`src/hw/rtl/windowed_peak_to_mean_motion_detector_assert.svh`:
```
// Assertion macros shared by the peak-to-mean motion detector RTL.
// Each macro expects a clock named clk and a synchronous reset named rst in scope.
`ifndef WINDOWED_PEAK_TO_MEAN_MOTION_DETECTOR_ASSERT_SVH
`define WINDOWED_PEAK_TO_MEAN_MOTION_DETECTOR_ASSERT_SVH

// Property checked at every clock edge outside reset.
`define WPMD_PROP(name, prop, msg) \
  name: assert property (@(posedge clk) disable iff (rst) (prop)) else $error(msg);

// Antecedent in one cycle implies consequent in the next.
`define WPMD_NEXT(name, ante, cons, msg) \
  name: assert property (@(posedge clk) disable iff (rst) (ante) |=> (cons)) else $error(msg);

`endif

```
`src/hw/rtl/wpmd_pkg.sv`:
```
// Shared types and constants for the windowed peak-to-mean motion detector.
// No dependencies; every RTL module imports this package.
`timescale 1ns / 1ps
`default_nettype none

package wpmd_pkg;

  localparam int CHANNELS    = 5;
  localparam int SAMPLE_BITS = 12;
  localparam int MAX_WINDOW  = 1024;
  localparam int LEN_W       = 11;
  localparam int SUM_W       = 22;
  localparam int THRESH_W    = 16;
  localparam int CFG_W       = 16;
  localparam int RATIO_W     = 19;
  localparam int QUO_W       = 19;
  localparam int PROD_W      = 23;
  localparam int TOTAL_W     = 21;
  localparam int CHAN_W      = 3;
  localparam int STEP_W      = 5;
  localparam int QUEUE_DEPTH = 2;

  // floor(x / 5) == (x * RECIP5) >> RECIP_SHIFT for every x below 2^22
  localparam int RECIP_W     = 21;
  localparam int RECIP_SHIFT = 23;
  localparam logic [RECIP_W-1:0] RECIP5 = 21'd1677722;

  localparam logic [LEN_W-1:0]    WINDOW_RESET    = 11'd512;
  localparam logic [THRESH_W-1:0] THRESHOLD_RESET = 16'd282;

  typedef logic [SAMPLE_BITS-1:0] sample_t;
  typedef sample_t [CHANNELS-1:0] sample_vec_t;

  // One finished window as handed from the accumulator to the ratio engine.
  typedef struct packed {
    logic [CHANNELS-1:0][SAMPLE_BITS-1:0] peaks;
    logic [CHANNELS-1:0][SUM_W-1:0]       sums;
    logic [LEN_W-1:0]                     len;
  } window_t;

  typedef enum logic {
    REG_WINDOW_LENGTH   = 1'b0,
    REG_RATIO_THRESHOLD = 1'b1
  } reg_index_t;

endpackage

`default_nettype wire

```
`src/hw/rtl/wpmd_front.sv`:
```
// Front end: accepts sample transactions, keeps per-channel sums and peaks,
// and pushes a window snapshot when the window closes. Uses wpmd_pkg.
`timescale 1ns / 1ps
`default_nettype none

module wpmd_front (
  input  wire                       clk,
  input  wire                       rst,
  input  wire                       sample_valid,
  output logic                      sample_stall,
  input  wpmd_pkg::sample_vec_t     samples,
  input  wire [wpmd_pkg::LEN_W-1:0] window_length,
  input  wire                       queue_full,
  output logic                      push,
  output wpmd_pkg::window_t         snapshot
);
  import wpmd_pkg::*;

  logic [CHANNELS-1:0][SUM_W-1:0]       sums;
  logic [CHANNELS-1:0][SAMPLE_BITS-1:0] peaks;
  logic [LEN_W-1:0]                     count;

  logic [CHANNELS-1:0][SUM_W-1:0]       sums_next;
  logic [CHANNELS-1:0][SAMPLE_BITS-1:0] peaks_next;
  logic [LEN_W-1:0]                     count_next;
  logic [LEN_W-1:0]                     len_eff;
  logic                                 accept;
  logic                                 window_end;

  always_comb begin
    for (int c = 0; c < CHANNELS; c++) begin
      sums_next[c]  = sums[c] + SUM_W'(samples[c]);
      peaks_next[c] = (samples[c] > peaks[c]) ? samples[c] : peaks[c];
    end
    // zero means one sample per window; beyond the maximum saturates
    if (window_length == '0) begin
      len_eff = LEN_W'(1);
    end else if (window_length > LEN_W'(MAX_WINDOW)) begin
      len_eff = LEN_W'(MAX_WINDOW);
    end else begin
      len_eff = window_length;
    end
    count_next = count + LEN_W'(1);
    // >= so a length lowered mid-window closes on the next sample
    window_end = (count_next >= len_eff);
  end

  assign sample_stall   = queue_full;
  assign accept         = sample_valid && !queue_full;
  assign push           = accept && window_end;
  assign snapshot.peaks = peaks_next;
  assign snapshot.sums  = sums_next;
  assign snapshot.len   = len_eff;

  always_ff @(posedge clk) begin
    if (rst) begin
      sums  <= '0;
      peaks <= '0;
      count <= '0;
    end else if (accept) begin
      if (window_end) begin
        sums  <= '0;
        peaks <= '0;
        count <= '0;
      end else begin
        sums  <= sums_next;
        peaks <= peaks_next;
        count <= count_next;
      end
    end
  end

endmodule

`default_nettype wire

```
`src/hw/rtl/wpmd_queue.sv`:
```
// Two-entry queue of window snapshots between the front end and the ratio engine.
// Uses wpmd_pkg and the shared assertion macros.
`timescale 1ns / 1ps
`default_nettype none

`include "windowed_peak_to_mean_motion_detector_assert.svh"

module wpmd_queue (
  input  wire               clk,
  input  wire               rst,
  input  wire               push,
  input  wpmd_pkg::window_t push_data,
  output logic              full,
  input  wire               pop,
  output logic              head_valid,
  output wpmd_pkg::window_t head
);
  import wpmd_pkg::*;

  localparam int PTR_W = $clog2(QUEUE_DEPTH);

  window_t                entries [QUEUE_DEPTH];
  logic [PTR_W-1:0]       wr_ptr;
  logic [PTR_W-1:0]       rd_ptr;
  logic [PTR_W:0]         count;

  logic                   do_push;
  logic                   do_pop;

  assign full       = (count == (PTR_W+1)'(QUEUE_DEPTH));
  assign head_valid = (count != '0);
  assign head       = entries[rd_ptr];
  assign do_push    = push && !full;
  assign do_pop     = pop && head_valid;

  always_ff @(posedge clk) begin
    if (do_push) begin
      entries[wr_ptr] <= push_data;
    end
  end

  always_ff @(posedge clk) begin
    if (rst) begin
      wr_ptr <= '0;
      rd_ptr <= '0;
      count  <= '0;
    end else begin
      if (do_push) begin
        wr_ptr <= (wr_ptr == PTR_W'(QUEUE_DEPTH-1)) ? '0 : wr_ptr + PTR_W'(1);
      end
      if (do_pop) begin
        rd_ptr <= (rd_ptr == PTR_W'(QUEUE_DEPTH-1)) ? '0 : rd_ptr + PTR_W'(1);
      end
      if (do_push && !do_pop) begin
        count <= count + (PTR_W+1)'(1);
      end else if (do_pop && !do_push) begin
        count <= count - (PTR_W+1)'(1);
      end
    end
  end

  `WPMD_PROP(a_queue_bound, count <= (PTR_W+1)'(QUEUE_DEPTH), "queue count beyond depth")

endmodule

`default_nettype wire

```
`src/hw/rtl/wpmd_back.sv`:
```
// Ratio engine: per channel floor(peak*N*256/sum) by a serial divider,
// then average over the channels and threshold. Uses wpmd_pkg and the assertion macros.
`timescale 1ns / 1ps
`default_nettype none

`include "windowed_peak_to_mean_motion_detector_assert.svh"

module wpmd_back (
  input  wire                          clk,
  input  wire                          rst,
  input  wire                          head_valid,
  input  wpmd_pkg::window_t            head,
  output logic                         pop,
  input  wire [wpmd_pkg::THRESH_W-1:0] ratio_threshold,
  output logic                         result_valid,
  input  wire                          result_stall,
  output logic [wpmd_pkg::RATIO_W-1:0] mean_ratio,
  output logic                         motion_detected
);
  import wpmd_pkg::*;

  typedef enum logic [5:0] {
    S_IDLE   = 6'b000001,
    S_MUL    = 6'b000010,
    S_DIV    = 6'b000100,
    S_ACC    = 6'b001000,
    S_SCALE  = 6'b010000,
    S_FINISH = 6'b100000
  } state_t;

  state_t                          state;
  logic [CHAN_W-1:0]               chan;
  logic [STEP_W-1:0]               step;
  logic [SUM_W-1:0]                rem;
  logic [SUM_W-1:0]                divisor;
  logic [QUO_W-1:0]                quo;
  logic                            zero_sum;
  logic [TOTAL_W-1:0]              total;
  logic [TOTAL_W+RECIP_W-1:0]      scaled;

  logic [PROD_W-1:0]               product;
  logic [SUM_W+1:0]                trial;
  logic                            borrow;
  logic [RATIO_W-1:0]              avg;
  logic                            load;

  assign product = PROD_W'(head.peaks[chan]) * PROD_W'(head.len);
  // restoring step: bring down the next numerator bit, try to subtract
  assign trial   = {1'b0, rem, quo[QUO_W-1]} - {2'b00, divisor};
  assign borrow  = trial[SUM_W+1];
  assign avg     = scaled[RECIP_SHIFT +: RATIO_W];
  assign load    = (state == S_FINISH) && (!result_valid || !result_stall);
  assign pop     = load;

  always_ff @(posedge clk) begin
    if (rst) begin
      state <= S_IDLE;
      chan  <= '0;
      step  <= '0;
    end else begin
      case (state)
        S_IDLE: begin
          if (head_valid) begin
            chan  <= '0;
            state <= S_MUL;
          end
        end
        S_MUL: begin
          step  <= '0;
          state <= (head.sums[chan] == '0) ? S_ACC : S_DIV;
        end
        S_DIV: begin
          step <= step + STEP_W'(1);
          if (step == STEP_W'(QUO_W-1)) begin
            state <= S_ACC;
          end
        end
        S_ACC: begin
          if (chan == CHAN_W'(CHANNELS-1)) begin
            state <= S_SCALE;
          end else begin
            chan  <= chan + CHAN_W'(1);
            state <= S_MUL;
          end
        end
        S_SCALE: begin
          state <= S_FINISH;
        end
        S_FINISH: begin
          if (load) begin
            state <= S_IDLE;
          end
        end
        default: begin
          state <= S_IDLE;
        end
      endcase
    end
  end

  // datapath, no reset needed
  always_ff @(posedge clk) begin
    case (state)
      S_IDLE: begin
        total <= '0;
      end
      S_MUL: begin
        // quotient fits 19 bits, so the top numerator bits start below the divisor
        rem      <= SUM_W'(product[PROD_W-1:QUO_W-8]);
        quo      <= {product[QUO_W-9:0], 8'b0};
        divisor  <= head.sums[chan];
        zero_sum <= (head.sums[chan] == '0);
      end
      S_DIV: begin
        rem <= borrow ? SUM_W'({rem, quo[QUO_W-1]}) : trial[SUM_W-1:0];
        quo <= {quo[QUO_W-2:0], !borrow};
      end
      S_ACC: begin
        total <= total + (zero_sum ? '0 : TOTAL_W'(quo));
      end
      S_SCALE: begin
        scaled <= TOTAL_W'(total) * (TOTAL_W+RECIP_W)'(RECIP5);
      end
      default: begin
      end
    endcase
  end

  always_ff @(posedge clk) begin
    if (rst) begin
      result_valid <= 1'b0;
    end else if (load) begin
      result_valid <= 1'b1;
    end else if (!result_stall) begin
      result_valid <= 1'b0;
    end
  end

  always_ff @(posedge clk) begin
    if (load) begin
      mean_ratio      <= avg;
      motion_detected <= (avg > RATIO_W'(ratio_threshold));
    end
  end

  `WPMD_PROP(a_pop_has_head, pop |-> head_valid, "pop with empty queue")
  `WPMD_PROP(a_ratio_bound, (state == S_ACC && !zero_sum) |-> (quo <= {head.len, 8'b0}), "channel ratio above N*256")
  `WPMD_NEXT(a_hold_result, (state == S_FINISH && result_valid && result_stall), state == S_FINISH, "result overwritten under stall")

endmodule

`default_nettype wire

```
`src/hw/rtl/windowed_peak_to_mean_motion_detector.sv`:
```
// Windowed peak-to-mean motion detector: configuration registers plus the
// front end, snapshot queue and ratio engine. Uses wpmd_pkg.
//
// Usage:
//   Sample channel: one transaction carries a 12-bit sample from each of the
//   four ADCs and the accelerometer. It is taken on a clock edge with
//   sample_valid high and sample_stall low. The front end takes one sample a
//   cycle; it stalls only when two closed windows are still waiting.
//   Result channel: one transaction per closed window with mean_ratio (Q.8
//   average peak/mean) and motion_detected (mean_ratio > ratio_threshold).
//   Processing: per channel the ratio engine multiplies, runs 19 divider
//   steps and accumulates, then scales the total and registers the result.
//   With the default 512-sample window the block keeps up with one sample per
//   cycle while result_stall is low; with short windows the engine, taking a
//   new window only after finishing the last, limits throughput. Result
//   register: a finished result waits there under result_stall while the
//   front end keeps accumulating the next window. Config: write_enable,
//   register_index, write_data; user writes only while idle; not enforced.
//   Reset: synchronous; clears sums, peaks, count, queue and result valid,
//   and loads window_length = 512, ratio_threshold = 282 (about 1.1 in Q8.8).
`timescale 1ns / 1ps
`default_nettype none

module windowed_peak_to_mean_motion_detector (
  input  wire                             clk,
  input  wire                             rst,
  // sample channel
  input  wire                             sample_valid,
  output logic                            sample_stall,
  input  wire [wpmd_pkg::SAMPLE_BITS-1:0] adc_one_sample,
  input  wire [wpmd_pkg::SAMPLE_BITS-1:0] adc_two_sample,
  input  wire [wpmd_pkg::SAMPLE_BITS-1:0] adc_three_sample,
  input  wire [wpmd_pkg::SAMPLE_BITS-1:0] adc_four_sample,
  input  wire [wpmd_pkg::SAMPLE_BITS-1:0] accel_sample,
  // result channel
  output logic                            result_valid,
  input  wire                             result_stall,
  output logic [wpmd_pkg::RATIO_W-1:0]    mean_ratio,
  output logic                            motion_detected,
  // configuration write port
  input  wire                             write_enable,
  input  wpmd_pkg::reg_index_t            register_index,
  input  wire [wpmd_pkg::CFG_W-1:0]       write_data
);
  import wpmd_pkg::*;

  logic [LEN_W-1:0]    window_length;
  logic [THRESH_W-1:0] ratio_threshold;

  sample_vec_t         samples;
  window_t             snapshot;
  window_t             head;
  logic                push;
  logic                queue_full;
  logic                pop;
  logic                head_valid;

  // Config registers: no read-back, plain writes.
  always_ff @(posedge clk) begin
    if (rst) begin
      window_length   <= WINDOW_RESET;
      ratio_threshold <= THRESHOLD_RESET;
    end else if (write_enable) begin
      case (register_index)
        REG_WINDOW_LENGTH:   window_length   <= write_data[LEN_W-1:0];
        REG_RATIO_THRESHOLD: ratio_threshold <= write_data[THRESH_W-1:0];
        default: begin
        end
      endcase
    end
  end

  // channel order: four ADCs, then the accelerometer
  assign samples[0] = adc_one_sample;
  assign samples[1] = adc_two_sample;
  assign samples[2] = adc_three_sample;
  assign samples[3] = adc_four_sample;
  assign samples[4] = accel_sample;

  wpmd_front u_front (
    .clk           (clk),
    .rst           (rst),
    .sample_valid  (sample_valid),
    .sample_stall  (sample_stall),
    .samples       (samples),
    .window_length (window_length),
    .queue_full    (queue_full),
    .push          (push),
    .snapshot      (snapshot)
  );

  // closed windows wait here so accumulation waits on the divider only when the queue is full
  wpmd_queue u_queue (
    .clk        (clk),
    .rst        (rst),
    .push       (push),
    .push_data  (snapshot),
    .full       (queue_full),
    .pop        (pop),
    .head_valid (head_valid),
    .head       (head)
  );

  wpmd_back u_back (
    .clk             (clk),
    .rst             (rst),
    .head_valid      (head_valid),
    .head            (head),
    .pop             (pop),
    .ratio_threshold (ratio_threshold),
    .result_valid    (result_valid),
    .result_stall    (result_stall),
    .mean_ratio      (mean_ratio),
    .motion_detected (motion_detected)
  );

endmodule

`default_nettype wire
```
`config.mk`:
```
export PLATFORM = sky130hd
export DESIGN_NAME = windowed_peak_to_mean_motion_detector
export DESIGN_NICKNAME = d
export VERILOG_FILES = /design/src/hw/rtl/wpmd_pkg.sv /design/src/hw/rtl/wpmd_front.sv /design/src/hw/rtl/wpmd_queue.sv /design/src/hw/rtl/wpmd_back.sv /design/src/hw/rtl/windowed_peak_to_mean_motion_detector.sv
export VERILOG_INCLUDE_DIRS = /design/src /design/src/hw/rtl
export SDC_FILE = /design/constraint.sdc
export NUM_CORES = 2
export LEC_CHECK = 0
export BUFFER_PORTS_ARGS = -buffer_cell sky130_fd_sc_hd__buf_2
export CORE_ASPECT_RATIO = 0.5
export CORE_MARGIN = 4
export CORE_UTILIZATION = 43
export DETAILED_ROUTE_END_ITERATION = 16
export SLEW_MARGIN = 20
export SYNTH_ARGS = -nofsm -noshare
export SYNTH_HDL_FRONTEND = slang
export SYNTH_HIERARCHICAL = 1
export SYNTH_SLANG_ARGS = --single-unit
```
`constraint.sdc`:
```
create_clock -name clk -period 10.8 [get_ports clk]
set_input_delay 1.62 -clock clk [delete_from_list [all_inputs] [get_ports clk]]
set_output_delay 1.62 -clock clk [all_outputs]
set_load 0.02 [all_outputs]
```
==> flow_metrics.tcl <==
set metrics [dict create \
    status "completed" \
    ys_ff_latch 714 \
    ff_latch_area_um2 19160 \
    synth_area_leaders "edfxtp_1, ha_1, fa_1" \
    initial_utilization 0.4330 \
    fin_nets 5337 \
    end_kind "flop" \
    ys_types 87 \
    num_vias 33280 \
    finalCritPeriodShare 0.7572 \
    grt.overflow.total 0 \
    ctsHtreeMaxLevel 3 \
    synth_compound_area_frac 0.1039 \
    ios 104 \
    critPathMostFrequentCell "fa_1" \
    syn_nets 5311 \
    design_area_um2 53200 \
    cts_setup_buffers 0 \
    drc 0 \
    fill_cells 10290 \
    drive_gt1_frac 0.1165 \
    postPlaceCellArea_um2 50680 \
    clock_skew_ns 0.04898 \
    fp.dieH_um 246.2 \
    ant_nets 0 \
    drv_slew 0 \
    multi_input_area_um2 26750 \
    path_cells "buf_12, mux2_4, mux4_2, a22o_1, and2_1, fa_1, fa_1, fa_1, fa_1, inv_1, fa_1, inv_1, ha_1, o211ai_1, a21oi_1, a211oi_2, o21bai_2, a21oi_2, o21bai_2, a211o_1, or4_1, a22oi_1" \
    worstPathMaxFanout 86 \
    cts_buffer_depth 3 \
    grt_pass1_wl_um 187600 \
    syn_to_final_growth_pct 9.052 \
    synth_top_family_by_area "adder cells" \
    hold_path_class "reg -> reg" \
    syn_inst 4526 \
    dp_hpwl_um 89240 \
    critPathKind "reg -> reg" \
    dr.first_iter.drc_count 2261 \
    setup_viol 0 \
    critPathMaxStageDelay_ns 0.91 \
    clock_latency_ns 0.68 \
    slew_headroom 0.2503 \
    synth_top_area_share 0.2992 \
    numCtsBuffers 71 \
    arrival_ns 8.67 \
    cts_tree "yes" \
    yosys_warnings 6 \
    fmax_mhz 122.3 \
    drt_wl_total_um 118200 \
    synth-seq-area-share 0.3927 \
    wl_per_cell_um 19.30 \
    grt_max_degree 160 \
    synth_xor_area_frac 0.03788 \
    root_buffer "clkbuf_16" \
    io_buffer_count 103 \
    cp_slowest_cell "dfxtp_4" \
    synth_area_um2 48780 \
    cts_hold_buf 0 \
    drt-vias-per-instance 5.432 \
    die-area_um2 119200 \
    synth_common_cells "inv_1, edfxtp_1, ha_1" \
    startpoint_type "flop" \
    period_minus_slack_ns 8.178 \
    dr.pass1.iters 7 \
    die_w_um 484.3 \
    synth_flop_cell "edfxtp_1" \
    grt_usage 0.1985 \
    rsz0062_at_grt "no" \
    syn_area_per_cell_um2 10.78 \
    clkTransAtPathRegs_ns 0.06 \
    async_flop_share 0 \
    synth_top_area_cell "edfxtp_1" \
    antenna_found_initial 5 \
    cap_violations 0 \
    worst_slew_pin_slew_ns 1.113 \
    synthAdderAreaFrac 0.2176 \
    synth-edff-count 486 \
    placementRows 87 \
    grt_pass1_vias 33300 \
    core_um2 112700 \
    synthSimpleGateAreaFrac 0.1128 \
    gp_congestion 0.9106 \
    final-hold-violation-count 0 \
    required_ns 11.29 \
    muxShareOfSynthArea 0.07485 \
    setup_tns_ns 0 \
    post_cts_resized 0 \
    clkSinkCount 714 \
    yosysMostFrequentCell "inv_1" \
]
[flip-flops by register name, summed over array words and instances (netlist names), 2 cells and up, named ones only]
signal and cells:
ratio_threshold 16, u_back/chan 3, u_back/divisor 22, u_back/mean_ratio 19
u_back/quo 19, u_back/rem 22, u_back/scaled 19, u_back/state 6
u_back/step 5, u_back/total 21, u_front/count 11, u_front/peaks 60
u_front/sums 110, u_queue/count 2, u_queue/entries 362, window_length 11
[cell families (layout without fill, tap and decap cells)]
| group | Yosys count | in the layout |
|---|---|---|
| AOI/OAI and AO/OA | 792 | 792 |
| xor gates and xnor gates | 211 | 211 |
| adders and majority gates | 703 | 703 |
| buffers and inverters | 734 | 819 |
| DFF | 714 | 714 |
| muxes | 265 | 265 |
| other | 0 | 3 |
| and+or+nand+nor | 1107 | 1107 |
[per-stage QoR]
stage / worst slack [ns] / std cells / hold WS [ns] / utilization
floorplan: 3.613 / 4526 / 0.4177 / -
global placement: 2.763 / 5992 / 0.4256 / 0.4498
detailed placement: 2.610 / 5992 / 0.4308 / 0.4498
CTS: 2.594 / 6124 / 0.4467 / 0.4721
global route: 2.279 / 6127 / 0.4602 / 0.4722
finish: 2.622 / 6127 / 0.4503 / 0.4722
[area by class of cell]
type,instances,area share
diodes,3,0.0001411
clock buffers,94,0.03733
clock inverters,38,0.009785
inverters,550,0.03895
multi-input cells,3078,0.5029
flip-flops and latches,714,0.3603
well taps,1513,0.03559
repair buffers,137,0.01503
[worst paths after layout]
path	startpoint	to	slack, ns	depth (start not counted)
max	flop	u_back/rem[11]	2.62	22
min	u_back/scaled[40]	u_back/mean_ratio[17]	0.45	0
max reg2reg	flop	u_back/rem[11]	2.62	22
min reg2reg	u_back/scaled[40]	u_back/mean_ratio[17]	0.45	0
[per-layer routing]
metal	vias to the layer above	share of wire	wire length (um)	track usage
met1	16550	0.45	53770	0.2697
met5	-	0	0	0
li1	15950	-	-	-
met2	662	0.48	56380	0.3352
met3	128	0.046	5429	0.02872
met4	0	0.023	2662	0.04863
[worst max-delay path, delay by kind of cell, from the launching register on]
kind / cells / cell delay (ns)
fa+ha+maj: 6 / 2.97
compound gates: 9 / 1.77
flops: 1 / 0.91
mux: 2 / 0.87
simple gates: 2 / 0.73
buf+inv: 3 / 0.63
[cell usage in the layout, fill, tap and decap left out, drive strengths merged, types with 188 or more instances in the layout]
master and instances:
dfxtp 228, ha 461, nand2 314, inv 552, fa 242, nor2 209
edfxtp 486, mux2 188, o21ai 188, a21oi 246
Power is not shown: default switching activity piles up to over one toggle a cycle in this logic, so the estimate is an artifact.
